## src/kbd_pkg.sv

```systemverilog
// Types, constants and helper functions of the keystream byte descrambler.
`timescale 1ns / 1ps

package kbd_pkg;

	localparam int KEY_WORDS = 4;
	localparam int KEY_BITS  = KEY_WORDS * 64;

	localparam logic [63:0] GOLDEN_SEED = 64'h9E37_79B9_7F4A_7C15;
	localparam logic [7:0]  POS_STEP    = 8'h9E;

	// configuration register indexes
	localparam logic [1:0] REG_KEY_WORD_0 = 2'd0;
	localparam logic [1:0] REG_KEY_WORD_1 = 2'd1;
	localparam logic [1:0] REG_KEY_WORD_2 = 2'd2;
	localparam logic [1:0] REG_KEY_WORD_3 = 2'd3;

	typedef logic [KEY_BITS-1:0] kbd_key_t;

	// captured at the state update, waiting for the keystream mix
	typedef struct packed {
		logic [7:0] cipher;
		logic       last;
		logic [7:0] pos;
		logic [7:0] gen_byte;
	} kbd_item_t;

	function automatic logic [7:0] key_byte(input kbd_key_t key, input logic [4:0] idx);
		return key[{idx, 3'b000} +: 8];
	endfunction

	function automatic logic [7:0] rotl8(input logic [7:0] v, input logic [2:0] amt);
		logic [15:0] w;
		w = {v, v} << amt;
		return w[15:8];
	endfunction

	function automatic logic [7:0] rotr8(input logic [7:0] v, input logic [2:0] amt);
		logic [15:0] w;
		w = {v, v} >> amt;
		return w[7:0];
	endfunction

	function automatic logic [63:0] xorshift64(input logic [63:0] s);
		logic [63:0] x;
		x = s;
		x = x ^ (x << 13);
		x = x ^ (x >> 7);
		x = x ^ (x << 17);
		return x;
	endfunction

endpackage

```

## src/kbd_keyreg.sv

```systemverilog
// Key register file written through the configuration port.
`timescale 1ns / 1ps

module kbd_keyreg (
	input  logic              clk,
	input  logic              arst_n,
	input  logic              cfg_we,
	input  logic [1:0]        cfg_addr,
	input  logic [63:0]       cfg_wdata,
	output kbd_pkg::kbd_key_t key
);
	import kbd_pkg::*;

	logic [63:0] key_word_q [KEY_WORDS];

	always_ff @(posedge clk or negedge arst_n) begin
		if (!arst_n) begin
			for (int w = 0; w < KEY_WORDS; w++) key_word_q[w] <= '0;
		end else if (cfg_we) begin
			case (cfg_addr)
				REG_KEY_WORD_0: key_word_q[0] <= cfg_wdata;
				REG_KEY_WORD_1: key_word_q[1] <= cfg_wdata;
				REG_KEY_WORD_2: key_word_q[2] <= cfg_wdata;
				REG_KEY_WORD_3: key_word_q[3] <= cfg_wdata;
				default: ;
			endcase
		end
	end

	assign key = {key_word_q[3], key_word_q[2], key_word_q[1], key_word_q[0]};

endmodule

```

## src/kbd_gen.sv

```systemverilog
// Byte position counter and xorshift64 generator, advanced once per input beat.
`timescale 1ns / 1ps

module kbd_gen (
	input  logic        clk,
	input  logic        arst_n,
	input  logic        advance,
	input  logic        last,
	input  logic [63:0] seed,
	output logic [7:0]  pos,
	output logic [7:0]  gen_byte
);
	import kbd_pkg::*;

	logic [7:0]  byte_position_q;
	logic [63:0] gen_q;
	logic        fresh_q;
	logic [63:0] gen_base;
	logic [63:0] gen_next;

	// first byte of an asset starts from the seed; a zero seed is replaced
	assign gen_base = fresh_q ? ((seed != '0) ? seed : GOLDEN_SEED) : gen_q;
	assign gen_next = xorshift64(gen_base);
	assign pos      = byte_position_q;
	assign gen_byte = gen_next[7:0];

	always_ff @(posedge clk or negedge arst_n) begin
		if (!arst_n) begin
			byte_position_q <= '0;
			gen_q           <= '0;
			fresh_q         <= 1'b1;
		end else if (advance) begin
			gen_q <= gen_next;
			if (last) begin
				byte_position_q <= '0;
				fresh_q         <= 1'b1;
			end else begin
				byte_position_q <= byte_position_q + 8'd1;
				fresh_q         <= 1'b0;
			end
		end
	end

endmodule

```

## src/kbd_mix.sv

```systemverilog
// Keystream byte formation and descrambling of one byte.
`timescale 1ns / 1ps

module kbd_mix (
	input  kbd_pkg::kbd_item_t item,
	input  kbd_pkg::kbd_key_t  key,
	output logic [7:0]         plain
);
	import kbd_pkg::*;

	logic [7:0] pos_mul;
	logic [7:0] rot_idx;
	logic [7:0] rot_key;
	logic [7:0] ks_sum;
	logic [7:0] ks_rot;

	assign pos_mul = item.pos * POS_STEP;
	assign ks_sum  = key_byte(key, item.pos[4:0]) + pos_mul;
	// (7i + 3) mod 32, only the low five bits matter
	assign rot_idx = item.pos * 8'd7 + 8'd3;
	assign rot_key = key_byte(key, rot_idx[4:0]);
	assign ks_rot  = rotl8(ks_sum, rot_key[2:0]);
	assign plain   = rotr8(item.cipher, item.pos[2:0]) ^ ks_rot ^ item.gen_byte;

endmodule

```

## src/keystream_byte_descrambler.sv

```systemverilog
// Path: an accepted byte is stored in item_s1, then mixed and registered in plain_q.
// Throughput: one byte per cycle unless the output stalls; the output register lets
// input continue while a finished byte waits; an output stall backs up after two beats.
// Reset: arst_n clears the key words, position, generator and all valid flags;
// the next byte after reset starts a new asset.
`timescale 1ns / 1ps

module keystream_byte_descrambler (
	input  logic        clk,
	input  logic        arst_n,
	input  logic        s_tvalid,
	output logic        s_tready,
	input  logic [7:0]  s_tdata,   // [7:0] cipher_byte
	input  logic        s_tlast,   // final_byte
	output logic        m_tvalid,
	input  logic        m_tready,
	output logic [7:0]  m_tdata,   // [7:0] plain_byte
	output logic        m_tlast,   // final_out
	input  logic        cfg_we,
	input  logic [1:0]  cfg_addr,
	input  logic [63:0] cfg_wdata
);
	import kbd_pkg::*;

	kbd_key_t  key;
	kbd_item_t item_in;
	kbd_item_t item_s1;
	logic      valid_s1;
	logic      accept;
	logic      out_ld;
	logic      out_valid_q;
	logic [7:0] plain_q;
	logic      last_q;
	logic [7:0] pos;
	logic [7:0] gen_byte;
	logic [7:0] plain;

	assign out_ld   = !out_valid_q || m_tready;
	assign s_tready = !valid_s1 || out_ld;
	assign accept   = s_tvalid && s_tready;

	kbd_keyreg u_keyreg (
		.clk      (clk),
		.arst_n   (arst_n),
		.cfg_we   (cfg_we),
		.cfg_addr (cfg_addr),
		.cfg_wdata(cfg_wdata),
		.key      (key)
	);

	kbd_gen u_gen (
		.clk     (clk),
		.arst_n  (arst_n),
		.advance (accept),
		.last    (s_tlast),
		.seed    (key[63:0]),
		.pos     (pos),
		.gen_byte(gen_byte)
	);

	always_comb begin
		item_in.cipher   = s_tdata;
		item_in.last     = s_tlast;
		item_in.pos      = pos;
		item_in.gen_byte = gen_byte;
	end

	always_ff @(posedge clk or negedge arst_n) begin
		if (!arst_n) begin
			valid_s1 <= 1'b0;
		end else if (accept) begin
			valid_s1 <= 1'b1;
		end else if (out_ld) begin
			valid_s1 <= 1'b0;
		end
	end

	always_ff @(posedge clk) begin
		if (accept) item_s1 <= item_in;
	end

	kbd_mix u_mix (
		.item (item_s1),
		.key  (key),
		.plain(plain)
	);

	always_ff @(posedge clk or negedge arst_n) begin
		if (!arst_n) begin
			out_valid_q <= 1'b0;
		end else if (out_ld) begin
			out_valid_q <= valid_s1;
		end
	end

	always_ff @(posedge clk) begin
		if (out_ld && valid_s1) begin
			plain_q <= plain;
			last_q  <= item_s1.last;
		end
	end

	assign m_tvalid = out_valid_q;
	assign m_tdata  = plain_q;
	assign m_tlast  = last_q;

endmodule

```

## config.mk

```make
export PLATFORM = sky130hd
export DESIGN_NAME = keystream_byte_descrambler
export DESIGN_NICKNAME = d
export VERILOG_FILES = /design/src/kbd_pkg.sv /design/src/kbd_keyreg.sv /design/src/kbd_gen.sv /design/src/kbd_mix.sv /design/src/keystream_byte_descrambler.sv
export SDC_FILE = /design/constraint.sdc
export NUM_CORES = 1
export LEC_CHECK = 0
export ABC_AREA = 0
export BUFFER_PORTS_ARGS = -buffer_cell sky130_fd_sc_hd__buf_4
export CAP_MARGIN = 15
export CORE_UTILIZATION = 46
export DETAILED_ROUTE_END_ITERATION = 8
export PLACE_DENSITY = 0.64
export SKIP_CTS_REPAIR_TIMING = 1
export SLEW_MARGIN = 40
export SYNTH_ARGS = -nofsm -noshare
export SYNTH_HDL_FRONTEND = slang
export SYNTH_SLANG_ARGS = --single-unit
```

## constraint.sdc

```tcl
create_clock -name clk -period 6.78 [get_ports clk]
set_input_delay 1.017 -clock clk [delete_from_list [all_inputs] [get_ports clk]]
set_output_delay 1.017 -clock clk [all_outputs]
set_load 0.03 [all_outputs]
```

== Word-level counts from Yosys, hierarchy flattened ==
Index checks and enable logic that the tools add are counted.
Word-level totals
  flip-flop bits (word level): 365
  output and inout bits: 11
  input port bits: 80
Cells by class
  eq/ne operators: 3
  $add $sub $neg: 3
  $mul: 2
  reduce and logical (&&, ||, !) cells: 13
  mux-type cells: 6
  shift operators: 4
  bitwise gates (word level): 5
Operators with widths (count)
  256-bit by 9-bit variable part select with 3-bit output: 1
  256-bit by 9-bit variable part select with 8-bit output: 1
  64-bit 2-to-1 mux: 2
  64-bit XOR: 2
  64-bit nonzero test: 1
  64-bit by 57-bit XOR with 64-bit output: 1
  16-bit by 3-bit << shifter with 16-bit output: 1
  16-bit by 3-bit >> shifter with 8-bit output: 1
  8-bit XOR: 2
  8-bit by 1-bit adder with 8-bit output (second input constant): 1
  8-bit adder: 1
  8-bit by 3-bit multiplier with 5-bit output (second input constant): 1
  8-bit by 7-bit multiplier with 7-bit output (second input constant): 1
  8-bit 2-to-1 mux: 1
  2-bit AND reduction: 4
  5-bit by 2-bit adder with 5-bit output (second input constant): 1
  2-bit == test (second input constant): 2
  1-bit 2-to-1 mux: 3
  2-bit by 1-bit == test with 1-bit output (second input constant): 1
  1-bit logical AND: 2
  1-bit logical NOT: 2
  2-bit logical NOT: 1
  1-bit logical OR: 2
  2-bit nonzero test: 1

== Longest topological paths before layout ==
Gate-level depths: netlist of the first run.
  word-level depth: 6
  depth in mapped cells: 21

== Modules after synthesis ==
A second synthesis of the first run with hierarchy kept.
Unflattened totals
  cell total of the unflattened synthesis: 1656
  area total of the unflattened synthesis: 21338.0 µm²
By module, submodules not included
  kbd_keyreg: times used 1, cells an instance 543, area each 9806.9 µm², sequential area each 6406.1 µm²
  kbd_gen: times used 1, cells an instance 703, area each 6152.2 µm², sequential area each 1828.0 µm²
  kbd_mix: times used 1, cells an instance 368, area each 4254.1 µm², sequential area each 0.0 µm²
  keystream_byte_descrambler: times used 1, cells an instance 42, area each 1124.8 µm², sequential area each 1071.0 µm²

== Worst setup path after synthesis of the first run ==
Ideal clock, no wire load.
  kind: reg2reg
  start: register item_s1[11] (netlist name)
  end: register plain_q[6], in the netlist m_tdata[6], data pin
  buffers on the path: 2
  data required time: 6.520 ns
  slack: 1.696 ns
  stages on the path, launching flop included: 20
  data arrival time: 4.824 ns
  clock period less this slack: 5.084 ns
  cells stage by stage: edfxtp_1 clkbuf_1 inv_2 buf_1 fa_1 inv_1 ha_1 fa_1 ha_1 xnor2_1 ha_1 o21a_1 o31ai_1 a21oi_1 xnor3_1 xnor2_1 mux2_2 mux2i_1 mux2i_1 xnor2_1
On the way
  longest elaborated chain between the ends: 6
  elaborated cells on any way between the ends: 9
  classes of those cells: add/sub (2); mul (2); shift (3); bitwise (2)
Ends and longest elaborated chain
  from (decl): RTL line keystream_byte_descrambler.sv:27  | kbd_item_t item_s1;
  from (signal assigned): RTL line keystream_byte_descrambler.sv:79  | if (accept) item_s1 <= item_in;
  8-bit by 3-bit multiplier with 5-bit output: RTL line kbd_mix.sv:20  | assign rot_idx = item.pos * 8'd7 + 8'd3;
  5-bit by 2-bit adder with 5-bit output: RTL line kbd_mix.sv:20
  256-bit by 9-bit variable part select with 3-bit output: RTL line kbd_pkg.sv:29  | return key[{idx, 3'b000} +: 8];
  16-bit by 3-bit << shifter with 16-bit output (*): RTL line kbd_pkg.sv:34  | w = {v, v} << amt;
  8-bit XOR (*) (2 in a row): RTL line kbd_mix.sv:23  | assign plain = rotr8(item.cipher, item.pos[2:0]) ^ ks_rot ^ item.gen_byte;
  named net plain[6]: RTL line keystream_byte_descrambler.sv:36  | logic [7:0] plain;
  to (signal assigned): RTL line keystream_byte_descrambler.sv:98  | plain_q <= plain;
  to (decl): RTL line keystream_byte_descrambler.sv:32  | logic [7:0] plain_q;
Mark *: on every way through the listed nets, which the timed path passes. The rest lies on a longest branch.
A chain may end at the register's enable or synchronous reset.

== Worst setup path in the final report of the first run ==
  start: register item_s1[12] (netlist name)
  end: register plain_q[2], in the netlist m_tdata[2], data pin
Same word-level chain as after synthesis.

==> Flow_metrics.wiki, run 1 <==
{| class="wikitable"
! Metric !! Value
|-
| Result of the run || finished, final reports clean
|-
| Post-CTS clock slew at the launch and capture registers of the worst setup and hold paths || around 0.06 ns
|-
| Register bit count reported by yosys || about 360
|-
| Worst ir drop on vdd || 0.000385 V
|-
| Number of buffers added by the clock tree synthesis step || 41
|-
| Antenna violations before repair || 0
|-
| Number of buffer cells added on primary ports || 90
|-
| Achievable clock frequency || 181 MHz
|-
| Routability-driven placement congestion ratio || approximately 0.92
|-
| Row cnt || between 70 and 80
|-
| Post-route minimum period || between 5 and 6 ns
|-
| Unrepaired setup endpoints after global routing || no
|-
| Final hold violation count || 0
|-
| Total congestion overflow || 0
|-
| Portion of the post-synthesis area used by sequential elements || 44.7%
|-
| Die boundary width || roughly 210 um
|-
| IO Pins || 91
|-
| Worst rel slew slack || approximately 48%
|-
| Number of enable-type register cells in the synthesized netlist || 33
|-
| CTS root buf || clkbuf_16
|-
| Combined area of all synthesized cells || roughly 21000 um2
|-
| Routed Wire Length || 55700 um
|-
| Number of pins with negative max-slew slack in the final report || 0
|-
| Final setup TNS || 0 ns
|-
| Synth warnings || 0
|-
| Area of the die || approximately 46000 um2
|-
| Slew at the pin closest to its max-slew limit || 0.780 ns
|-
| Total Nets Final || 1830
|-
| Number of nets in the synthesized netlist || between 1500 and 2000
|-
| Initial Utilization || a little under half
|-
| Nature of the critical path startpoint || register
|-
| Synth Flop Type || dfrtp_1
|-
| Sink count of the clock tree || between 300 and 400
|-
| Worst clock skew || 0.0251 ns
|-
| Most used cells in the layout excluding fill and tap cells || 329 x dfrtp_1, 263 x mux2_2, 146 x nand2_1
|-
| Number of vias per cell || 5.90
|-
| Total of endpoints with negative setup slack in the final report || 0
|-
| Max FO, Critical Path || 12
|-
| Total DRC errors in the routed layout || 0
|-
| Detailed placement HPWL || 40000 um
|-
| Vertical extent of the die || ~210 um
|-
| WL/cell || 23.8 um
|-
| Crit path kind || reg -> reg
|-
| Number of non-filler instances in the completed layout || about 2300
|-
| Kind of path behind the tightest hold check || in -> async
|-
| Number of distinct library cell variants in the gate-level netlist after synthesis || just over 70
|-
| H-Tree Depth || 2
|-
| Fraction of layout cells with a size suffix above 1 || around a third
|-
| Static Leakage || 9.52 nW
|-
| Period Utilization, post-route || 81.3%
|-
| Via count || 13816
|-
| Iter 0 DRT Violations || between 1000 and 1500
|-
| Leading cell type in the layout, fill and taps excluded || dfrtp_1
|-
| Clock insertion delay at the later pin of the skew report || between 0.5 and 0.6 ns
|-
| CP arrival || approximately 5.8 ns
|-
| Largest net degree at the start of global routing || 120
|-
| Maximum root-to-sink buffer count || 3
|-
| Via count of the first global-routing pass || about 14000
|-
| Core outline area || approximately 44000 um2
|-
| Area delta synth->final || 12.6%
|-
| Global router's overall resource usage || roughly a quarter
|-
| Antenna-violating nets left || 0
|-
| First-pass iteration count of the detailed router || 5
|-
| Syn_area_per_cell || about 12 um2
|-
| Clock tree from TritonCTS || built
|-
| Cell count after synthesis || approximately 1700
|-
| Max-Cap Viols || 0
|-
| Required arrival time at the worst endpoint || just over 7 ns
|-
| Capturing element type of the critical path || register
|-
| Global-route wire length before repair || 88000 um
|-
| Async set-reset flop share out of synthesis || between 90% and 100%
|-
| Cells after DPL || 2269
|-
| Power Dens Cells || a little under 500 nW/um2
|}
==> cells by family (layout without fill, tap and decap cells) <==
| logic type | Yosys count | after routing | share of synthesized area, % |
|---|---|---|---|
| AOI/OAI and AO/OA | 214 | 214 | 6.80 |
| xor gates and xnor gates | 199 | 199 | 8.85 |
| adders and majority gates | 30 | 30 | 2.10 |
| buffers and inverters | 126 | 214 | 2.75 |
| DFF | 363 | 363 | 44.7 |
| muxes | 421 | 421 | 27.9 |
| other | 0 | 1 | 0 |
| and+or+nand+nor | 308 | 308 | 6.87 |
==> through the flow <==
| stage | utilization [%] | total power, mW | instance area (um2) | setup WS [ns] | hold WS (ns) |
|---|---|---|---|---|---|
| 2_1_floorplan | - | 7.78 | 20700 | 1.70 | 0.400 |
| 3_3_place_gp | 49.3 | 8.99 | 21900 | 1.46 | 0.409 |
| 3_5_place_dp | 49.5 | 9.15 | 21900 | 1.38 | 0.407 |
| 4_1_cts | 52.5 | 11.4 | 23300 | 1.37 | 0.291 |
| 5_1_grt | 52.6 | 12.1 | 23300 | 1.06 | 0.318 |
| 6_report | 52.6 | 11.4 | 23300 | 1.27 | 0.310 |
==> cell usage after synthesis (9+ instances only) <==
library cell | number | area, um2
nor2_1 | 57 | 214
nand4_1 | 9 | 56.3
nor3_1 | 13 | 65.1
nand3_1 | 14 | 70.1
nand2_1 | 147 | 552
inv_1 | 22 | 82.6
nor4_1 | 21 | 131
o21ai_0 | 64 | 320
clkbuf_1 | 69 | 259
xor2_1 | 49 | 429
mux2i_1 | 59 | 591
xnor2_1 | 139 | 1220
ha_1 | 22 | 275
mux4_2 | 98 | 2210
a21oi_1 | 46 | 230
or3_1 | 11 | 68.8
buf_4 | 9 | 67.6
dfrtp_1 | 329 | 8230
mux2_2 | 263 | 2960
edfxtp_1 | 33 | 991
o21ai_1 | 26 | 130
==> report_power, final <==
group          switching (mW)  leakage, nW  internal [mW]  total (mW)
Clock                   0.921        0.654           1.33        2.25
Combinational            2.90         4.61           2.74        5.64
Sequential              0.648         4.25           2.86        3.51
Total                    4.47         9.52           6.93        11.4
==> state kept, by name, summed over array words and instances, names as in the netlist <==
name	count
u_gen.gen_q	64
m_tlast	1
u_gen.fresh_q	1
u_gen.pos	7
m_tvalid	1
item_s1	24
u_keyreg.key	256
m_tdata	8
valid_s1	1
==> path summary, 6_finish.rpt <==
path                       slack [ns]        start           endpoint  cells after the start
max                              1.27  item_s1[12]         m_tdata[2]                     18
min reg2reg                      0.42  item_s1[16]            m_tlast                      0
min in group clk                 0.42  item_s1[16]            m_tlast                      0
min                              0.31       arst_n           valid_s1                      1
max in group asynchronous        5.11       arst_n  u_keyreg.key[184]                      3
max reg2reg                      1.27  item_s1[12]         m_tdata[2]                     18
==> layout make-up <==
type,instances,area [um2]
Multi-Input combinational cell,1172,10900
Timing Repair Buffer,114,956
Clock buffer,60,1140
Fill cell,3818,21000
Antenna cell,1,2.50
Clock inverter,12,210
Inverter,28,105
Tap cell,592,741
Sequential cell,363,9250
==> metal layers <==
metal	global-route usage, %	up-vias	part of all wire, %
met5	0.104	-	0
met4	9.21	0	3.5
met3	4.04	99	6.6
met2	40.7	456	48
met1	33.9	7102	42
li1	-	6159	-
==> worst max-delay path, cell delays in order, from the launching register on <==
cell,delay (ns)
edfxtp_1,0.78
clkinv_1,0.60
fa_1,0.66
inv_1,0.04
ha_1,0.29
inv_1,0.05
fa_1,0.47
inv_1,0.04
ha_1,0.29
xnor2_1,0.14
ha_1,0.33
nor2_1,0.06
a21oi_1,0.11
xnor3_1,0.41
xnor2_1,0.15
mux2_2,0.31
mux2i_1,0.20
mux2i_1,0.13
xnor2_1,0.15
(Power assumes the default switching activity.)
==> run 2: changes to the inputs <==
--- a/config.mk
+++ b/config.mk
@@ -10,7 +10,7 @@
 export CAP_MARGIN = 15
 export CORE_UTILIZATION = 46
 export DETAILED_ROUTE_END_ITERATION = 8
-export PLACE_DENSITY = 0.64
+export PLACE_DENSITY = 0.67
 export SKIP_CTS_REPAIR_TIMING = 1
 export SLEW_MARGIN = 40
 export SYNTH_ARGS = -nofsm -noshare
==> constraint.sdc (replaced) <==
create_clock -name clk -period 4.9 [get_ports clk]
set_input_delay 0.735 -clock clk [delete_from_list [all_inputs] [get_ports clk]]
set_output_delay 0.735 -clock clk [all_outputs]
set_load 0.03 [all_outputs]
==> Flow_metrics.wiki, run 2 (synthesis results as in run 1) <==
{| class="wikitable"
! Metric !! Value
|-
| Largest net degree at the start of global routing || 110 (was 120)
|-
| Initial Utilization || 46.7% (unchanged)
|-
| Power, Total || 16.0 mW (was 11.4 mW)
|-
| First-pass iteration count of the detailed router || 5 (unchanged)
|-
| Sink count of the clock tree || 363 (unchanged)
|-
| Period Utilization, post-route || 97.2% (was 81.3%)
|-
| Global router's overall resource usage || 24.9% (was 25.0%)
|-
| PnR worst setup slack || 0.137 ns (was 1.27 ns)
|-
| Met1 layer wirelength in the final routing || 23700 um (was 23400 um)
|-
| Iter 0 DRT Violations || 948 (was 1197)
|-
| Longest individual stage delay on the worst path || 0.54 ns (was 0.78 ns)
|-
| CP arrival || 5.07 ns (was 5.82 ns)
|-
| Max FO, Critical Path || 4 (was 12)
|-
| Kind of path behind the tightest hold check || in -> async (unchanged)
|-
| Nature of the critical path startpoint || register (unchanged)
|-
| Power Dens Cells || 677 nW/um2 (was 489 nW/um2)
|-
| Total Nets Final || 1868 (was 1830)
|-
| Area of the die || 45800 um2 (unchanged)
|-
| Slowest library cell on the worst path || fa_1 (was edfxtp_1)
|-
| Fraction of layout cells with a size suffix above 1 || 34.9% (was 33.0%)
|-
| Vertical extent of the die || 214 um (unchanged)
|-
| Unrepaired setup endpoints after global routing || no (unchanged)
|-
| Number of buffers added by the clock tree synthesis step || 42 (was 41)
|-
| Worst rel slew slack || 45.9% (was 48.0%)
|-
| Row cnt || 77 (unchanged)
|-
| Placement-stage worst setup slack || 0.140 ns (was 1.38 ns)
|-
| Total congestion overflow || 0 (unchanged)
|-
| Share of the core filled with cells || 53.4% (was 52.6%)
|-
| Slack of the worst reg-to-reg path || 0.14 ns (was 1.27 ns)
|-
| Leading cell type in the layout, fill and taps excluded || dfrtp_1 (unchanged)
|-
| Crit path kind || reg -> reg (unchanged)
|-
| H-Tree Depth || 2 (unchanged)
|-
| WL met2 || 26800 um (was 26700 um)
|-
| Static Leakage || 9.74 nW (was 9.52 nW)
|-
| Clock tree from TritonCTS || built (unchanged)
|-
| CTS root buf || clkbuf_16 (unchanged)
|-
| Number of fill cells || 3821 (was 3818)
|-
| Number of buffer cells added on primary ports || 90 (unchanged)
|-
| Via count || 14106 (was 13816)
|-
| Post-route minimum period || 4.76 ns (was 5.51 ns)
|-
| Post-CTS clock slew at the launch and capture registers of the worst setup and hold paths || 0.06 ns (about the same)
|-
| Number of vias per cell || 5.92 (was 5.90)
|-
| Area delta synth->final || 14.3% (was 12.6%)
|-
| Number of pins with negative max-slew slack in the final report || 0 (unchanged)
|-
| Worst ir drop on vdd || 0.000446 V (was 0.000385 V)
|-
| Antenna-violating nets left || 0 (unchanged)
|-
| Final hold violation count || 0 (unchanged)
|-
| Core outline area || 44300 um2 (unchanged)
|-
| Max-Cap Viols || 0 (unchanged)
|-
| Slew at the pin closest to its max-slew limit || 0.811 ns (was 0.780 ns)
|-
| Diodes inserted || 0 (was 1)
|-
| Worst clock skew || 0.0228 ns (was 0.0251 ns)
|-
| Global-route wire length before repair || 87900 um (was 88000 um)
|-
| Footprint of the multi-input gates || 10900 um2 (unchanged)
|-
| Capturing element type of the critical path || register (unchanged)
|-
| Achievable clock frequency || 210 MHz (was 181 MHz)
|-
| Smallest hold slack || 0.148 ns (was 0.310 ns)
|-
| Worst path most repeated cell || ha_1
|-
| Routed Wire Length || 55900 um (was 55700 um)
|-
| Final setup TNS || 0 ns (unchanged)
|-
| Routability-driven placement congestion ratio || 0.939 (was 0.922)
|-
| WL/cell || 23.5 um (was 23.8 um)
|-
| Highest Signal Layer || met4 (unchanged)
|-
| Antenna violations before repair || 0 (unchanged)
|-
| Total DRC errors in the routed layout || 0 (unchanged)
|-
| Most used cells in the layout excluding fill and tap cells || 329 x dfrtp_1, 263 x mux2_2, 146 x nand2_1 (unchanged)
|-
| Met3 WL || 3410 um (was 3650 um)
|-
| Required arrival time at the worst endpoint || 5.21 ns (was 7.09 ns)
|-
| Max reg flops || 256 (unchanged)
|-
| IO Pins || 91 (unchanged)
|-
| Result of the run || finished, final reports clean (unchanged)
|-
| Cell-by-cell trace of the critical path || buf_4 > fa_1 > ha_1 > ha_1 > inv_1 > fa_1 > inv_1 > ha_1 > o21a_1 > o31ai_1 > a21oi_1 > xnor3_1 > xnor2_1 > mux2_2 > mux2i_1 > mux2i_1 > xnor2_1 (was clkinv_1 > fa_1 > inv_1 > ha_1 > inv_1 > fa_1 > inv_1 > ha_1 > xnor2_1 > ha_1 > nor2_1 > a21oi_1 > xnor3_1 > xnor2_1 > mux2_2 > mux2i_1 > mux2i_1 > xnor2_1)
|-
| Clock insertion delay at the later pin of the skew report || 0.59 ns (was 0.58 ns)
|-
| Detailed placement HPWL || 40400 um (was 40000 um)
|-
| Via count of the first global-routing pass || 14328 (was 14299)
|-
| Maximum root-to-sink buffer count || 3 (unchanged)
|-
| Die boundary width || 214 um (unchanged)
|-
| Footprint of the flip-flops and latches || 9250 um2 (unchanged)
|-
| Total of endpoints with negative setup slack in the final report || 0 (unchanged)
|}
-- run 2: final cells by class --
type | instances | share of cell area (%)
Multi-Input combinational cell | 1172 | 46.1
Sequential cell | 363 | 39.1
Timing Repair Buffer | 151 | 5.39
Clock buffer | 54 | 4.76
Tap cell | 592 | 3.13
Clock inverter | 21 | 1.07
Inverter | 28 | 0.444
-- run 2: layer usage --
metal / up-vias / global-route usage (%)
met3: 110 / 3.96
met4: 0 / 9.45
met1: 7278 / 33.8
met2: 472 / 40.2
li1: 6246 / -
met5: - / 0
-- run 2: through the flow --
step	std cells	instance area, um2
after global placement	2300	22200
after CTS	2378	23600
after global routing	2381	23700
after floorplan	1661	20700
final	2381	23700
after detailed placement	2303	22300
-- run 2: final timing paths --
kind | startpoint | end | cells after the start
worst min register to register | item_s1[16] | m_tlast | 0
max in group asynchronous | arst_n | u_keyreg.key[160] | 2
worst max-delay path | item_s1[9] | m_tdata[6] | 17
worst min-delay path | arst_n | u_keyreg.key[157] | 1
min in group clk | s_tdata[1] | item_s1[18] | 1
worst max register to register | item_s1[9] | m_tdata[6] | 17
-- run 2: critical path, delay by kind of cell (launching register included) --
| kind | cells | cell delay [ns] |
|---|---|---|
| fa+ha+maj | 5 | 2.03 |
| xor+xnor | 3 | 0.74 |
| flops | 1 | 0.44 |
| mux | 3 | 0.64 |
| buf+inv | 3 | 0.28 |
| compound gates | 3 | 0.39 |
-- run 2: report_power, final --
part	total, mW	internal (mW)	switching, mW
registers	4.76	3.96	0.796
clock network	3.16	1.85	1.31
logic	8.10	3.91	4.19
total	16.0	9.72	6.30
